### src/scct_pkg.sv
`default_nettype none

package scct_pkg;

    localparam int TIME_FRAC_BITS_DEF = 16;

    // Register stages in front of the time digit stages.
    localparam int FRONT_STAGES = 7;

    localparam int COORD_W  = 32;
    localparam int RAD_W    = 31;
    localparam int DIFF_W   = 33;
    localparam int RSUM_W   = 32;
    localparam int SUM_W    = 66;
    localparam int HALF_W   = 33;
    localparam int WIDE_W   = 132;
    localparam int NUM_W    = 34;
    localparam int NSEL_W   = 35;
    localparam int VEL_W    = 32;
    localparam int OUT_TIME_W = 16;
    localparam int S_TDATA_W  = 320;

    localparam logic [1:0] MODE_CIRCLE = 2'd0;
    localparam logic [1:0] MODE_VWALL  = 2'd1;
    localparam logic [1:0] MODE_HWALL  = 2'd2;

    typedef struct packed {
        logic [1:0]                 mode;
        logic signed [COORD_W-1:0]  self_x;
        logic signed [COORD_W-1:0]  self_y;
        logic signed [COORD_W-1:0]  self_vx;
        logic signed [COORD_W-1:0]  self_vy;
        logic [RAD_W-1:0]           self_radius;
        logic signed [COORD_W-1:0]  other_x;
        logic signed [COORD_W-1:0]  other_y;
        logic signed [COORD_W-1:0]  other_vx;
        logic signed [COORD_W-1:0]  other_vy;
        logic [RAD_W-1:0]           other_radius;
    } item_t;

    typedef struct packed {
        logic             ok;
        logic [SUM_W-1:0] a;
        logic [SUM_W-1:0] q;
        logic [SUM_W-1:0] c;
    } circ_front_t;

    typedef struct packed {
        logic             ok;
        logic [VEL_W-1:0] n;
        logic [VEL_W-1:0] v;
    } wall_front_t;

    typedef struct packed {
        logic [1:0]       mode;
        logic             c_ok;
        logic [SUM_W-1:0] a;
        logic             w_ok;
        logic [VEL_W-1:0] v;
    } lane_t;

    // Width of the scaled circle residual a*k^2 - 2*q*S*k + c*S^2, signed.
    function automatic int f_width(input int wt);
        return 70 + 2 * wt;
    endfunction

    // Width of q*S - a*k, never negative once a digit is kept.
    function automatic int g_width(input int wt);
        return 67 + wt;
    endfunction

    function automatic logic [DIFF_W-1:0] mag_diff(input logic signed [DIFF_W-1:0] v);
        logic [DIFF_W-1:0] u;
        u = v;
        return v[DIFF_W-1] ? (~u + 1'b1) : u;
    endfunction

endpackage

`default_nettype wire

### src/scct_digit_stage.sv
`default_nettype none

module scct_digit_stage
    import scct_pkg::*;
#(
    parameter int TIME_FRACTION_BITS = TIME_FRAC_BITS_DEF,
    parameter int BIT_POS = 0
) (
    input  wire logic                              aclk,
    input  wire logic                              en,
    input  wire lane_t                             lane_in,
    input  wire logic [f_width(TIME_FRACTION_BITS)-1:0] f_in,
    input  wire logic [g_width(TIME_FRACTION_BITS)-1:0] g_in,
    input  wire logic [TIME_FRACTION_BITS-1:0]     ck_in,
    input  wire logic [VEL_W-1:0]                  rem_in,
    input  wire logic [TIME_FRACTION_BITS-1:0]     wk_in,
    output lane_t                                  lane_out,
    output logic [f_width(TIME_FRACTION_BITS)-1:0] f_out,
    output logic [g_width(TIME_FRACTION_BITS)-1:0] g_out,
    output logic [TIME_FRACTION_BITS-1:0]          ck_out,
    output logic [VEL_W-1:0]                       rem_out,
    output logic [TIME_FRACTION_BITS-1:0]          wk_out
);

    localparam int FW  = f_width(TIME_FRACTION_BITS);
    localparam int GW  = g_width(TIME_FRACTION_BITS);
    localparam int GW1 = GW + 1;

    // Circle: try k + 2^b. With F(k) and G(k) = q*S - a*k,
    // F(k + 2^b) = F(k) - 2^(b+1)*G(k) + a*2^(2b), G(k + 2^b) = G(k) - a*2^b.
    logic [GW1-1:0] g_try;
    logic [FW-1:0]  f_try;
    logic           take;

    assign g_try = {1'b0, g_in} - (GW1'(lane_in.a) << BIT_POS);
    assign f_try = f_in - (FW'(g_in) << (BIT_POS + 1)) + (FW'(lane_in.a) << (2 * BIT_POS));
    assign take  = !g_try[GW1-1] && !f_try[FW-1];

    // Wall: one restoring division step of n*2^T by |v|.
    logic [VEL_W:0] rem2, rem_sub;
    logic           wtake;

    assign rem2    = {rem_in, 1'b0};
    assign rem_sub = rem2 - (VEL_W+1)'(lane_in.v);
    assign wtake   = (rem2 >= (VEL_W+1)'(lane_in.v));

    always_ff @(posedge aclk) begin
        if (en) begin
            lane_out <= lane_in;
            f_out    <= take ? f_try : f_in;
            g_out    <= take ? g_try[GW-1:0] : g_in;
            ck_out   <= take ? (ck_in | (TIME_FRACTION_BITS'(1) << BIT_POS)) : ck_in;
            rem_out  <= wtake ? rem_sub[VEL_W-1:0] : rem2[VEL_W-1:0];
            wk_out   <= wtake ? (wk_in | (TIME_FRACTION_BITS'(1) << BIT_POS)) : wk_in;
        end
    end

endmodule

`default_nettype wire

### config.mk
export PLATFORM = sky130hd
export DESIGN_NAME = scct_digit_stage
export DESIGN_NICKNAME = d
export VERILOG_FILES = /design/src/scct_pkg.sv /design/src/scct_digit_stage.sv
export SDC_FILE = /design/constraint.sdc
export NUM_CORES = 1
export LEC_CHECK = 0
export BUFFER_PORTS_ARGS = -buffer_cell sky130_fd_sc_hd__clkbuf_2
export CAP_MARGIN = 5
export CORE_AREA = 2 2 277 279
export DETAILED_ROUTE_END_ITERATION = 16
export DIE_AREA = 0 0 279 281
export PLACE_DENSITY = 0.68
export SYNTH_ARGS = -nofsm -noshare
export SYNTH_HDL_FRONTEND = slang
export SYNTH_SLANG_ARGS = --single-unit
### constraint.sdc
create_clock -name aclk -period 5.3 [get_ports aclk]
set_input_delay 1.325 -clock aclk [delete_from_list [all_inputs] [get_ports aclk]]
set_output_delay 1.325 -clock aclk [all_outputs]
set_load 0.01 [all_outputs]
Yosys cells after proc, flatten, opt, wreduce, memory -nomap -nowiden:

Cells that the tools add are included.

* register bits: 351
* logic and storage cells: 24
* bits in latches: 0
* bits in writable memories: 0
* memories kept: 0
* input bits: 353
* bits in read-only memories: 0
* output and inout port bits: 351

* multiplexer cells: 3
* order comparisons: 1
* add/sub/neg operators: 4
* multiply operators: 0
* eq/ne operators: 0
* shifts and indexed selects: 0
* divide/modulo/power cells: 0
* reductions and logical operators: 3
* bitwise logic cells: 0

Operator list (number)
* 102-bit by 66-bit adder with 102-bit output: 1
* 102-bit 2-to-1 mux: 1
* 102-bit by 84-bit subtractor with 102-bit output: 1
* 83-bit by 66-bit subtractor with 84-bit output: 1
* 83-bit 2-to-1 mux: 1
* 33-bit by 32-bit greater-or-equal comparator with 1-bit output: 1
* 32-bit 2-to-1 mux: 1
* 32-bit subtractor: 1
* 1-bit zero test: 2
* 1-bit logical AND: 1

Longest topological paths before layout:

Gate-level depths: netlist of the first run.

* depth after elaboration: 5
* mapped depth: 20
* depth with buffers taken out: 15

Worst setup path before layout of the first run:

No wires, ideal clock.

* path type: input to register
* start point: in lane_in[93] in the netlist's numbering
* end point: reg f_out[79] (data pin)
* setup time: 261 ps
* stages: 18
* buffers on the path: 4
* slack: 273 ps
* data arrival time: 4766 ps
* required time: 5039 ps
* cell sequence: inv_1 -> fa_1 -> inv_1 -> ha_1 -> buf_6 -> a21oi_2 -> o21a_1 -> o221a_1 -> o21a_1 -> o21ai_0 -> a211o_1 -> nor4_2 -> a2111oi_4 -> or2_1 -> buf_6 -> buf_6 -> buf_2 -> a221o_1

* longest elaborated chain between the ends: 4
* elaborated cells on any way between the ends: 6
* those cells by class: 2 x add/sub; 1 x mux; 3 x reduce/logical

RTL lines
* start, declared: line scct_digit_stage.sv:11 `input wire lane_t lane_in,`
* 102-bit by 66-bit adder with 102-bit output or 83-bit by 66-bit subtractor with 84-bit output (tied branches): line scct_digit_stage.sv:36, scct_digit_stage.sv:35
* 1-bit zero test: line scct_digit_stage.sv:37 `assign take = !g_try[GW1-1] && !f_try[FW-1];`
* 1-bit logical AND: line scct_digit_stage.sv:37
* 102-bit 2-to-1 mux (*): line scct_digit_stage.sv:50 `f_out <= take ? f_try : f_in;`
* end signal, assigned: line scct_digit_stage.sv:50
* end, declared: line scct_digit_stage.sv:18 `output logic [f_width(TIME_FRACTION_BITS)-1:0] f_out,`

Mark *: on every way between the ends. The rest lies on a longest branch, timed or not.
A chain may end at the register's enable or synchronous reset.

Worst setup path after layout of the first run:

* start point: in f_in[42]
* end point: reg f_out[91] (data pin)

* longest elaborated chain between the ends: 5

RTL lines
* start, declared: line scct_digit_stage.sv:12 `input wire logic [f_width(TIME_FRACTION_BITS)-1:0] f_in,`
* 102-bit by 84-bit subtractor with 102-bit output (*): line scct_digit_stage.sv:36 `assign f_try = f_in - (FW'(g_in) << (BIT_POS + 1)) + (FW'(lane_in.a) << (2 * BIT_POS));`
* 102-bit by 66-bit adder with 102-bit output (*): line scct_digit_stage.sv:36
* 1-bit zero test: line scct_digit_stage.sv:37
* 1-bit logical AND: line scct_digit_stage.sv:37
* 102-bit 2-to-1 mux (*): line scct_digit_stage.sv:50

Marked as above.

==> results of run 1 <==
## per-stage QoR
| stage | hold slack (ns) | utilization (%) | setup TNS [ns] | total power (uW) | area [um2] |
|---|---|---|---|---|---|
| 2_1_floorplan | 1.424 | - | 0 | 6414 | 27810 |
| 3_3_place_gp | 1.502 | 46.92 | -86.83 | 8679 | 35400 |
| 3_5_place_dp | 1.504 | 46.92 | -93.93 | 8704 | 35400 |
| 4_1_cts | 0.8721 | 48.90 | 0 | 11950 | 36900 |
| 5_1_grt | 0.8776 | 48.94 | 0 | 12540 | 36920 |
| 6_report | 0.9168 | 48.94 | 0 | 11890 | 36920 |
## how the worst min path moves through the flow
stage / startpoint / endpoint / slack [ns]
3_5_place_dp: wk_in[6] / wk_out[6] / 1.50
2_1_floorplan: ck_in[10] / ck_out[10] / 1.42
3_3_place_gp: wk_in[10] / wk_out[10] / 1.50
6_report: wk_in[6] / wk_out[6] / 0.92
5_1_grt: wk_in[13] / wk_out[13] / 0.88
4_1_cts: wk_in[13] / wk_out[13] / 0.87
## routing by layer
metal	track usage [%]	routed length [um]	up-vias
li1	-	-	12960
met5	0	35	-
met1	29.97	41060	12610
met3	5.420	7728	168
met2	45.83	51710	1025
met4	8.175	3229	6
## where the power goes
group / leakage, uW / internal (uW) / switching (uW) / total [uW]
Combinational: 0.0135 / 2090 / 2830 / 4920
Sequential: 0.00343 / 3630 / 155 / 3790
Clock: 0.000706 / 1890 / 1290 / 3190
## sequential cells by signal, indices dropped and copies added (netlist names)
signal    cells
g_out        83
f_out       102
wk_out       16
ck_out       16
rem_out      32
lane_out    102
## layout make-up
type                            count  area [um2]  area share [%]
Antenna cell                        1       2.502        0.006777
Sequential cell                   351       10540           28.55
Tap cell                          978        1224           3.314
Clock inverter                     27       327.8          0.8878
Clock buffer                       52        1152           3.121
Multi-Input combinational cell   2179       15290           41.41
Inverter                          399        1498           4.056
Timing Repair Buffer             1129        6889           18.66
## cells in the mapped netlist, types with 6 or more instances
cell and number:
sky130_fd_sc_hd__a2111oi_0 7, sky130_fd_sc_hd__a211o_1 11, sky130_fd_sc_hd__a211oi_1 12, sky130_fd_sc_hd__a21boi_0 13, sky130_fd_sc_hd__a21o_1 112, sky130_fd_sc_hd__a21oi_1 281
sky130_fd_sc_hd__a31oi_1 15, sky130_fd_sc_hd__and2_1 19, sky130_fd_sc_hd__and3_1 12, sky130_fd_sc_hd__and4_1 8, sky130_fd_sc_hd__buf_2 32, sky130_fd_sc_hd__clkbuf_1 87
sky130_fd_sc_hd__edfxtp_1 351, sky130_fd_sc_hd__fa_1 67, sky130_fd_sc_hd__ha_1 217, sky130_fd_sc_hd__inv_1 399, sky130_fd_sc_hd__mux2_2 9, sky130_fd_sc_hd__nand2_1 331
sky130_fd_sc_hd__nand2b_1 15, sky130_fd_sc_hd__nand3_1 27, sky130_fd_sc_hd__nand4_1 88, sky130_fd_sc_hd__nor2_1 147, sky130_fd_sc_hd__nor2b_1 16, sky130_fd_sc_hd__nor3_1 35
sky130_fd_sc_hd__nor4_1 17, sky130_fd_sc_hd__o211ai_1 20, sky130_fd_sc_hd__o21a_1 26, sky130_fd_sc_hd__o21ai_0 281, sky130_fd_sc_hd__o21ai_1 6, sky130_fd_sc_hd__o21bai_1 45
sky130_fd_sc_hd__o31ai_1 23, sky130_fd_sc_hd__or2_2 8, sky130_fd_sc_hd__or3_1 13, sky130_fd_sc_hd__xnor2_1 127, sky130_fd_sc_hd__xor2_1 66
## cells in the final DEF, fill, tap and decap left out, types with 27 or more instances in the layout
cell type,instances
sky130_fd_sc_hd__a21o_1,112
sky130_fd_sc_hd__a21oi_1,279
sky130_fd_sc_hd__buf_4,413
sky130_fd_sc_hd__clkbuf_16,45
sky130_fd_sc_hd__clkbuf_2,702
sky130_fd_sc_hd__edfxtp_1,351
sky130_fd_sc_hd__fa_1,67
sky130_fd_sc_hd__ha_1,217
sky130_fd_sc_hd__inv_1,399
sky130_fd_sc_hd__nand2_1,330
sky130_fd_sc_hd__nand3_1,27
sky130_fd_sc_hd__nand4_1,88
sky130_fd_sc_hd__nor2_1,146
sky130_fd_sc_hd__nor3_1,35
sky130_fd_sc_hd__o21ai_0,280
sky130_fd_sc_hd__o21bai_1,45
sky130_fd_sc_hd__xnor2_1,127
sky130_fd_sc_hd__xor2_1,66
## cells by family after synthesis
family | share of synthesized area, %
flops | 37.90
simple gates | 12.85
buf+inv | 7.324
compound gates | 20.76
mux | 0.5084
fa+ha+maj | 14.58
xor+xnor | 6.078
## what timing repair did
item                                    in CTS  in global routing
pin swaps                                    0                  2
gates resized for setup                      4                  7
cloned                                       0                  0
endpoints found under the setup margin      11                159
==> qor_table.md, run 1 <==
| Stage | Quantity | Value |
|:---|:---|:---|
| global routing | Maximum number of pins on one net before global-route repair | 111 |
| logic synthesis | Gate count of the mapped netlist | 3,053 |
| job | Number of max-cap violations | 0 |
| detailed routing | Detailed-route via count | 26,760 |
| timing | Final setup fails | 0 |
| setup path | Critical path startpoint category | primary input |
| timing | Time the worst path needs with I/O delays and setup | 5.058 ns |
| timing | Unrepaired setup endpoints after global routing | false |
| timing | Slack of the critical path | 0.2415 ns |
| setup path | Critical Path RT | 5.69 ns |
| setup path | Slowest stage delay, CP | 0.50 ns |
| detailed routing | # DRC | 0 |
| setup path | Crit path buf inv count | 5 |
| setup path | Cell depth of the worst setup path | 17 |
| detailed routing | Post-detailed-route count of antenna-violating nets | 0 |
| timing | Max frequency | 0.1977 GHz |
| clock network | Count of hold buffers inserted by post-cts repair | 0 |
| logic synthesis | Yosys top cell by area | sky130_fd_sc_hd__edfxtp_1 |
| final layout | Count of filler cells inserted in the layout | 7,215 |
| global routing | Antenna violations before repair | 4 |
| logic synthesis | Synth top area cells | sky130_fd_sc_hd__edfxtp_1, sky130_fd_sc_hd__ha_1, sky130_fd_sc_hd__inv_1, sky130_fd_sc_hd__a21oi_1, sky130_fd_sc_hd__o21ai_0 |
| clock network | H-tree depth | 2 |
| worst hold path | Number of stages on the worst hold path | 1 |
| final layout | Post-route insts no fill | 5,116 |
| floorplan | Die extent in x | 279 um |
| logic synthesis | Post-Synthesis Cell Area | 0.02781 mm2 |
| setup path | Peak fanout along the critical path | 6 |
| logic synthesis | Sequential fraction of the synthesis area | 37.90% |
| final layout | Growth of design area from synthesis to finish | 32.75% |
| global routing | Aggregate global-route resource usage | 25.41% |
| floorplan | I/O pin count | 704 |
| setup path | Category of the worst setup path capture point | flop |
| logic synthesis | Register bit total from synthesis | 351 |
| global routing | Global route total overflow | 0 |
| logic synthesis | Share of the synthesized area in the top cell type | 37.90% |
| setup path | Chain of cells forming the critical path | clkbuf_2 > inv_1 > fa_1 > inv_1 > ha_1 > buf_4 > nand4_1 > or3_1 > nor3_1 > o211ai_1 > nand3_1 > a31oi_1 > buf_4 > or3_1 > a21boi_0 > nor4_1 > o41ai_2 |
| timing | Fin. max-slew vios | 0 |
| clock network | Clk pin slew, worst setup/hold paths | 0.06 ns |
| setup path | Critical path origin | f_in[42] |
| detailed routing | Drt initial violations | 1,748 |
| setup path | Dominant delay contributor by cell family on the critical path | simple AND/OR/NAND/NOR gates |
| placement | Detailed-placement wirelength estimate | 86.36 mm |
| detailed routing | Routed Wire Length | 103.8 mm |
| detailed routing | Pre-antenna DRT Iters | 6 |
| power | Static power due to leakage | 0.01764 uW |
| status | Outcome | finished, final reports clean |
| placement | Routability congestion estimate from global placement | 0.9704 |
| clock network | Total CTS buffers | 44 |
| clock network | Clock tree root driver cell | sky130_fd_sc_hd__clkbuf_16 |
| setup path | Crit path capture | f_out[91] |
| logic synthesis | Proportion of synthesized flip-flops having asynchronous set or reset | 0% |
| timing | Number of endpoints with negative hold slack in the final report | 0 |
| floorplan | Count of standard-cell rows | 101 |
| logic synthesis | Number of nets produced by synthesis | 3,690 |
| placement | Worst slack, placed | -0.8102 ns |
| detailed routing | Avg WL per Cell | 20.28 um |
| worst hold path | Worst hold path type | in -> reg |
| detailed routing | Post-detailed-route via-to-cell ratio | 5.231 |
| clock network | Number of sinks handled by clock tree synthesis | 351 |
| timing | Post-route fraction of the period consumed by the critical path | 95.44% |
| final layout | Final net count | 4,741 |
| final layout | Fraction of layout instances using a drive strength above 1 | 30.24% |
| setup path | Critical setup path kind | in -> reg |
| logic synthesis | Most used flip-flop cell after synthesis | sky130_fd_sc_hd__edfxtp_1 |
| clock network | Maximum clock insertion buffer count | 3 |
| global routing | Vias in the first global route | 26,680 |
| placement | Placed cells | 5,036 |
| clock network | Clock tree from TritonCTS | done |
| floorplan | Vertical die dimension | 281 um |
| logic synthesis | Yosys warning count | 0 |
| timing | Max transition margin | 39.01% |
| clock network | Setup Fix Bufs, Post-CTS | 0 |
| logic synthesis | Unique masters post-synth | 89 |
| floorplan | Total Die Area | 0.07840 mm2 |
| timing | Worst slew pin tran | 0.9149 ns |
| floorplan | Starting density of the core | 36.87% |
| logic synthesis | Number of enable flip-flop cells after synthesis | 351 |
| power | Pwr dens | 322.1 mW/mm2 |
| floorplan | Core outline area | 0.07544 mm2 |
| global routing | First-pass GRT wire length | 153.3 mm |
| placement | Number of port buffers | 703 |
| power | Maximum VDD drop | 0.2569 mV |
| setup path | Data arrival time of the critical path | 5.45 ns |
| setup path | Library cell contributing the largest single delay on the critical path | sky130_fd_sc_hd__fa_1 |
| logic synthesis | Syn Area/Cell | 9.110 um2 |
Power figures use the tool's default switching activity.
==> run 2, diff against run 1 <==
--- a/config.mk
+++ b/config.mk
@@ -11,6 +11,7 @@
 export DETAILED_ROUTE_END_ITERATION = 16
 export DIE_AREA = 0 0 279 281
 export PLACE_DENSITY = 0.68
+export RECOVER_POWER = 50
 export SYNTH_ARGS = -nofsm -noshare
 export SYNTH_HDL_FRONTEND = slang
 export SYNTH_SLANG_ARGS = --single-unit
==> qor_table.md, run 2 (synthesis gave the netlist of run 1 again) <==
| Stage | Quantity | Value | vs previous |
|:---|:---|:---|:---|
| detailed routing | Met1 Routed Length | 41.28 mm | +0.54% |
| floorplan | Vertical die dimension | 281 um | unchanged |
| floorplan | Die extent in x | 279 um | unchanged |
| floorplan | I/O pin count | 704 | unchanged |
| final layout | Summed area of non-filler cells in the final layout | 0.03669 mm2 | -0.63% |
| power | Total chip power | 11,880 uW | -0.11% |
| floorplan | Total Die Area | 0.07840 mm2 | unchanged |
| final layout | Post-Route Utilization | 48.63% | -0.31 points |
| setup path | Category of the worst setup path capture point | flop |  |
| clock network | Number of sinks handled by clock tree synthesis | 351 | unchanged |
| detailed routing | Drt initial violations | 1,827 | +4.5% |
| worst hold path | Worst Hold End | ck_out[11] |  |
| final layout | Most common library cell in the layout ignoring fill and taps | sky130_fd_sc_hd__clkbuf_2 |  |
| setup path | Critical setup path kind | in -> reg |  |
| global routing | Global route total overflow | 0 | unchanged |
| global routing | First-pass GRT wire length | 153.3 mm | unchanged |
| placement | Placed cell area | 0.03540 mm2 | unchanged |
| global routing | Antenna violations before repair | 4 | unchanged |
| placement | Routability congestion estimate from global placement | 0.9704 | unchanged |
| timing | Unrepaired setup endpoints after global routing | false |  |
| clock network | Maximum clock insertion buffer count | 3 | unchanged |
| worst hold path | Number of stages on the worst hold path | 1 | unchanged |
| worst hold path | Worst hold path type | in -> reg |  |
| detailed routing | Met3 WL post-DR | 7.572 mm | -2.0% |
| power | Maximum VDD drop | 0.2569 mV | about the same |
| timing | Time the worst path needs with I/O delays and setup | 5.039 ns | -0.01940 ns |
| final layout | Top flop regs | f_out (102), lane_out (102), g_out (83) |  |
| detailed routing | Post-detailed-route count of antenna-violating nets | 0 | unchanged |
| setup path | Critical Path RT | 5.62 ns | -0.07 ns |
| global routing | Aggregate global-route resource usage | 25.41% | unchanged |
| clock network | Clock tree root driver cell | sky130_fd_sc_hd__clkbuf_16 |  |
| final layout | Final net count | 4,741 | unchanged |
| placement | Detailed-placement wirelength estimate | 86.36 mm | unchanged |
| detailed routing | # DRC | 0 | unchanged |
| detailed routing | Pre-antenna DRT Iters | 6 | unchanged |
| setup path | Data arrival time of the critical path | 5.36 ns | -0.09 ns |
| final layout | Growth of design area from synthesis to finish | 31.91% |  |
| final layout | Fraction of layout instances using a drive strength above 1 | 27.07% | -3.2 points |
| floorplan | Count of standard-cell rows | 101 | unchanged |
| status | Outcome | complete, but fails checks |  |
| timing | Number of endpoints with negative hold slack in the final report | 0 | unchanged |
| job | Number of max-cap violations | 3 | +3 |
| setup path | Peak fanout along the critical path | 5 | -1 |
| detailed routing | Met2 wirelength from detailed routing | 51.90 mm | +0.36% |
| final layout | Top library cells by usage in the layout, fill and taps aside | sky130_fd_sc_hd__clkbuf_2, sky130_fd_sc_hd__buf_4, sky130_fd_sc_hd__inv_1 |  |
| global routing | Vias in the first global route | 26,680 | unchanged |
| timing | Worst slew pin tran | 2.900 ns | +1.985 ns |
| timing | Fin. max-slew vios | 255 | +255 |
| clock network | Clk pin slew, worst setup/hold paths | 0.06 ns | about the same |
| detailed routing | Post-detailed-route via-to-cell ratio | 5.257 | +0.49% |
| timing | Final setup fails | 0 | unchanged |
| clock network | H-tree depth | 2 | unchanged |
| final layout | Count of filler cells inserted in the layout | 7,292 | +1.1% |
| floorplan | Starting density of the core | 36.87% | unchanged |
| clock network | Clock tree from TritonCTS | done |  |
| status | Violations in the final reports | capacitance limit, slew limit |  |
| timing | Max transition margin | -93.34% | -130 points |
| floorplan | Core outline area | 0.07544 mm2 | unchanged |
| detailed routing | Avg WL per Cell | 20.33 um | +0.24% |
| power | Pwr dens | 323.8 mW/mm2 | +0.53% |
| clock network | Total CTS buffers | 44 | unchanged |
| power | Static power due to leakage | 0.01722 uW | -2.3% |
| global routing | Maximum number of pins on one net before global-route repair | 111 | unchanged |
| worst hold path | Hold path startpoint | ck_in[11] |  |
| timing | Post-route fraction of the period consumed by the critical path | 95.08% | -0.37 points |
| detailed routing | Routed Wire Length | 104.0 mm | +0.24% |
| placement | Number of port buffers | 703 | unchanged |
| setup path | Critical path startpoint category | primary input |  |
| timing | Max frequency | 0.1984 GHz | +0.38% |
| detailed routing | Uppermost signal routing layer after detailed routing | met5 |  |
| detailed routing | Detailed-route via count | 26,890 | +0.49% |
==> run 2: cell count changes in the layout (fill, tap and decap cells not counted), sizes merged <==
cell / delta
buf: -10
clkbuf: +10
==> run 2: worst max-delay path by stage <==
stage / startpoint / end / cells after the start
finish: lane_in[39] / f_out[92] / 17
global route: lane_in[39] / f_out[100] / 17
CTS: lane_in[35] / f_out[100] / 17
detailed placement: lane_in[36] / g_out[80] / 16
global placement: lane_in[36] / g_out[68] / 16
floorplan: lane_in[93] / f_out[79] / 18
==> run 2: report_power, final <==
part	internal, uW	total (uW)	switching [uW]
Clock	1890	3190	1300
Sequential	3640	3790	156
Combinational	2060	4900	2840
Total	7590	11900	4290
==> run 2: worst max-delay path, cell delays in order <==
cell                        delay, ns
sky130_fd_sc_hd__clkbuf_2        0.16
sky130_fd_sc_hd__inv_1           0.10
sky130_fd_sc_hd__fa_1            0.56
sky130_fd_sc_hd__inv_1           0.05
sky130_fd_sc_hd__ha_1            0.30
sky130_fd_sc_hd__buf_4           0.16
sky130_fd_sc_hd__o21a_1          0.19
sky130_fd_sc_hd__o211ai_1        0.32
sky130_fd_sc_hd__a2111oi_0       0.15
sky130_fd_sc_hd__o41a_1          0.43
sky130_fd_sc_hd__o21ai_1         0.25
sky130_fd_sc_hd__a21boi_1        0.17
sky130_fd_sc_hd__o21ai_0         0.33
sky130_fd_sc_hd__nand3b_1        0.26
sky130_fd_sc_hd__a31oi_1         0.29
sky130_fd_sc_hd__xnor2_1         0.17
sky130_fd_sc_hd__o21ai_0         0.12
==> run 2: area by class of cell <==
class	count	area [um2]	area share [%]
Tap cell	978	1224	3.335
Clock inverter	27	327.8	0.8935
Antenna cell	1	2.502	0.006821
Multi-Input combinational cell	2179	15290	41.67
Timing Repair Buffer	1129	6655	18.14
Clock buffer	52	1152	3.141
Sequential cell	351	10540	28.73
Inverter	399	1498	4.082
==> run 2: per-stage QoR <==
step | TNS (ns) | cells | setup WS [ns] | hold slack [ns]
after floorplan | 0 | 3053 | 0.2727 | 1.424
after global placement | -86.83 | 5036 | -0.7615 | 1.502
after detailed placement | -93.93 | 5036 | -0.8102 | 1.504
after CTS | 0 | 5115 | 0.001881 | 0.8721
after global routing | 0 | 5116 | 0.005984 | 0.8776
final | 0 | 5116 | 0.2609 | 0.9172
==> run 2: timing repair <==
| item | CTS | global route |
|---|---|---|
| hold buffers | 0 | 0 |
| gates resized for setup | 4 | 7 |
| hold endpoints to repair | 0 | 0 |
| setup endpoints to repair | 11 | 159 |
| setup buffers | 0 | 0 |
| pin swaps | 0 | 2 |
==> run 2: layer usage <==
layer / up-vias / global-route usage, %
met1: 12710 / 29.97
met5: - / 0
met3: 171 / 5.420
met4: 6 / 8.175
li1: 12950 / -
met2: 1058 / 45.83
==> run 3, diff against run 2 <==
--- a/config.mk
+++ b/config.mk
@@ -10,7 +10,7 @@
 export CORE_AREA = 2 2 277 279
 export DETAILED_ROUTE_END_ITERATION = 16
 export DIE_AREA = 0 0 279 281
-export PLACE_DENSITY = 0.68
+export PLACE_DENSITY = 0.65
 export RECOVER_POWER = 50
 export SYNTH_ARGS = -nofsm -noshare
 export SYNTH_HDL_FRONTEND = slang
==> qor_table.md, run 3 (synthesis gave the netlist of run 1 again) <==
| Stage | Quantity | Value | vs previous |
|:---|:---|:---|:---|
| global routing | Global route total overflow | 0 | unchanged |
| detailed routing | Detailed-route via count | 27,080 | +0.67% |
| detailed routing | Post-detailed-route count of antenna-violating nets | 0 | unchanged |
| floorplan | Vertical die dimension | 281 um | unchanged |
| global routing | Maximum number of pins on one net before global-route repair | 108 | -2.7% |
| status | Outcome | complete, but fails checks |  |
| worst hold path | Worst Hold End | ck_out[4] |  |
| setup path | Critical setup path kind | in -> reg |  |
| floorplan | Count of standard-cell rows | 101 | unchanged |
| placement | Number of port buffers | 703 | unchanged |
| job | Number of max-cap violations | 4 | +1 |
| setup path | Library cell contributing the largest single delay on the critical path | sky130_fd_sc_hd__o41a_1 |  |
| setup path | Cell occurring most often along the worst timing path | sky130_fd_sc_hd__buf_4 |  |
| timing | Time the worst path needs with I/O delays and setup | 5.173 ns | +0.1341 ns |
| global routing | Aggregate global-route resource usage | 25.13% | -0.28 points |
| detailed routing | # DRC | 0 | unchanged |
| setup path | Critical path startpoint category | primary input |  |
| clock network | Number of sinks handled by clock tree synthesis | 351 | unchanged |
| setup path | Slowest stage delay, CP | 0.52 ns | -0.04 ns |
| clock network | Clock tree from TritonCTS | done |  |
| power | Register share of total power | 32.2% | +0.3 points |
| timing | Fin. max-slew vios | 282 | +11% |
| setup path | Dominant delay contributor by cell family on the critical path | compound AO/OA/AOI/OAI gates |  |
| setup path | Crit path buf inv count | 5 | +1 |
| power | Static power due to leakage | 0.01758 uW | +2.1% |
| timing | Max frequency | 0.1933 GHz | -2.6% |
| final layout | Top flop regs | f_out (102), lane_out (102), g_out (83) |  |
| final layout | Top library cells by usage in the layout, fill and taps aside | sky130_fd_sc_hd__clkbuf_2, sky130_fd_sc_hd__buf_4, sky130_fd_sc_hd__inv_1 |  |
| final layout | Post-route insts no fill | 5,197 | +1.6% |
| floorplan | Core outline area | 0.07544 mm2 | unchanged |
| timing | Max transition margin | -93.05% | +0.29 points |
| timing | Slack of the critical path | 0.1269 ns | -0.1341 ns |
| detailed routing | Drt initial violations | 2,030 | +11% |
| clock network | H-tree depth | 2 | unchanged |
| global routing | Antenna violations before repair | 6 | +2 |
| global routing | First-pass GRT wire length | 152.5 mm | -0.52% |
| placement | Placed cells | 5,109 | +1.4% |
| floorplan | Starting density of the core | 36.87% | unchanged |
| clock network | Clk pin slew, worst setup/hold paths | 0.06 ns | about the same |
| timing | Post-route fraction of the period consumed by the critical path | 97.61% | +2.5 points |
| worst hold path | Worst hold path type | in -> reg |  |
| power | Clock network fraction of total power | 25.9% | -1.0 points |
| final layout | Growth of design area from synthesis to finish | 33.96% |  |
| setup path | Chain of cells forming the critical path | clkbuf_1 > inv_1 > buf_4 > ha_1 > buf_4 > o211ai_1 > a21oi_1 > o211ai_1 > a311o_1 > a2111oi_2 > buf_4 > o21ai_1 > a211oi_1 > nor2_1 > o41a_1 > o2111ai_1 > xnor2_1 |  |
| placement | Detailed-placement wirelength estimate | 85.41 mm | -1.1% |
| clock network | Maximum clock insertion buffer count | 3 | unchanged |
| power | Cell internal power dissipation | 7548 uW | -0.54% |
| power | Pwr dens | 316.4 mW/mm2 | -2.3% |
| power | Power dissipated by switching net loads | 4240 uW | -1.2% |
| final layout | Final net count | 4,820 | +1.7% |
| placement | Placed cell area | 0.03592 mm2 | +1.5% |
| power | Net Sw Frac | 35.97% | -0.16 points |
| setup path | Peak fanout along the critical path | 3 | -2 |
| floorplan | Die extent in x | 279 um | unchanged |
| setup path | Data arrival time of the critical path | 5.49 ns | +0.13 ns |
| clock network | Clock tree root driver cell | sky130_fd_sc_hd__clkbuf_16 |  |
| global routing | Vias in the first global route | 27,010 | +1.2% |
| final layout | Summed area of non-filler cells in the final layout | 0.03726 mm2 | +1.6% |
| power | Combinational cell fraction of total power | 41.9% | +0.7 points |
| setup path | Critical Path RT | 5.61 ns | about the same |
| timing | Number of endpoints with negative hold slack in the final report | 0 | unchanged |
| power | Maximum VDD drop | 0.2447 mV | -4.8% |
| final layout | Fraction of layout instances using a drive strength above 1 | 28.53% | +1.5 points |
| detailed routing | Routed Wire Length | 102.0 mm | -1.9% |
| setup path | Category of the worst setup path capture point | flop |  |
| clock network | Count of hold buffers inserted by post-cts repair | 0 | unchanged |
| floorplan | Total Die Area | 0.07840 mm2 | unchanged |
| detailed routing | Post-detailed-route via-to-cell ratio | 5.210 | -0.90% |
| detailed routing | Avg WL per Cell | 19.63 um | -3.5% |
| timing | Final setup fails | 0 | unchanged |
| placement | Worst slack, placed | -0.9266 ns | -0.1164 ns |
| timing | Worst hold slack | 0.9298 ns | +0.01258 ns |
| status | Violations in the final reports | capacitance limit, slew limit |  |
| floorplan | I/O pin count | 704 | unchanged |
| final layout | Most common library cell in the layout ignoring fill and taps | sky130_fd_sc_hd__clkbuf_2 |  |
| detailed routing | Pre-antenna DRT Iters | 5 | -1 |
| placement | Routability congestion estimate from global placement | 0.9366 | -3.5% |
| clock network | Total CTS buffers | 44 | unchanged |
| worst hold path | Hold path startpoint | ck_in[4] |  |
| worst hold path | Number of stages on the worst hold path | 1 | unchanged |
| timing | Worst slew pin tran | 2.896 ns | -0.004294 ns |
[run 3: changes by cell type in the layout (fill, tap and decap cells not counted), sizes merged]
cell and delta:
clkbuf +6, buf +76, bufinv -2, diode +2, clkinvlp +2, clkinv -2, inv -1
[run 3: worst max-delay path by stage]
stage                           start  cells past startpoint         end
after global routing      lane_in[35]                     19  f_out[100]
after detailed placement  lane_in[35]                     16   g_out[74]
final                     lane_in[37]                     17   g_out[73]
after global placement    lane_in[35]                     16   g_out[78]
after CTS                 lane_in[35]                     20   f_out[70]
after floorplan           lane_in[93]                     18   f_out[79]
[run 3: stage by stage]
stage	total power (uW)	setup TNS, ns	util [%]
final	11790	0	49.39
after global routing	12440	-0.01184	49.39
after CTS	11840	0	49.56
after detailed placement	8725	-120.94	47.61
after global placement	8702	-101.87	47.61
after floorplan	6414	0	-
[run 3: repair_timing]
action	4_1_cts	5_1_grt
endpoints found under the setup margin	126	121
setup buffers	2	4
pin swaps	1	6
resized for setup	5	14
[run 3: final cells by class]
class / instances / area [um2]
Antenna cell: 3 / 7.507
Clock buffer: 55 / 1164
Clock inverter: 24 / 267.8
Fill cell: 7266 / 38180
Inverter: 399 / 1498
Multi-Input combinational cell: 2179 / 15330
Sequential cell: 351 / 10540
Tap cell: 978 / 1224
Timing Repair Buffer: 1208 / 7232
[run 3: power by group through the flow]
stage | Combinational, uW | Sequential, uW | Clock (uW)
detailed placement | 4890 | 3830 | 0
floorplan | 2390 | 4020 | 0
finish | 4940 | 3790 | 3050
CTS | 4930 | 3790 | 3120
global placement | 4860 | 3840 | 0
global route | 5400 | 3820 | 3220
[run 3: metal layers]
metal | GRT usage (%) | vias up | routed length [um]
met5 | 0 | - | 35
met4 | 9.719 | 6 | 4071
met3 | 4.315 | 212 | 7165
met2 | 44.42 | 1082 | 50160
met1 | 30.42 | 12660 | 40580
li1 | - | 13120 | -
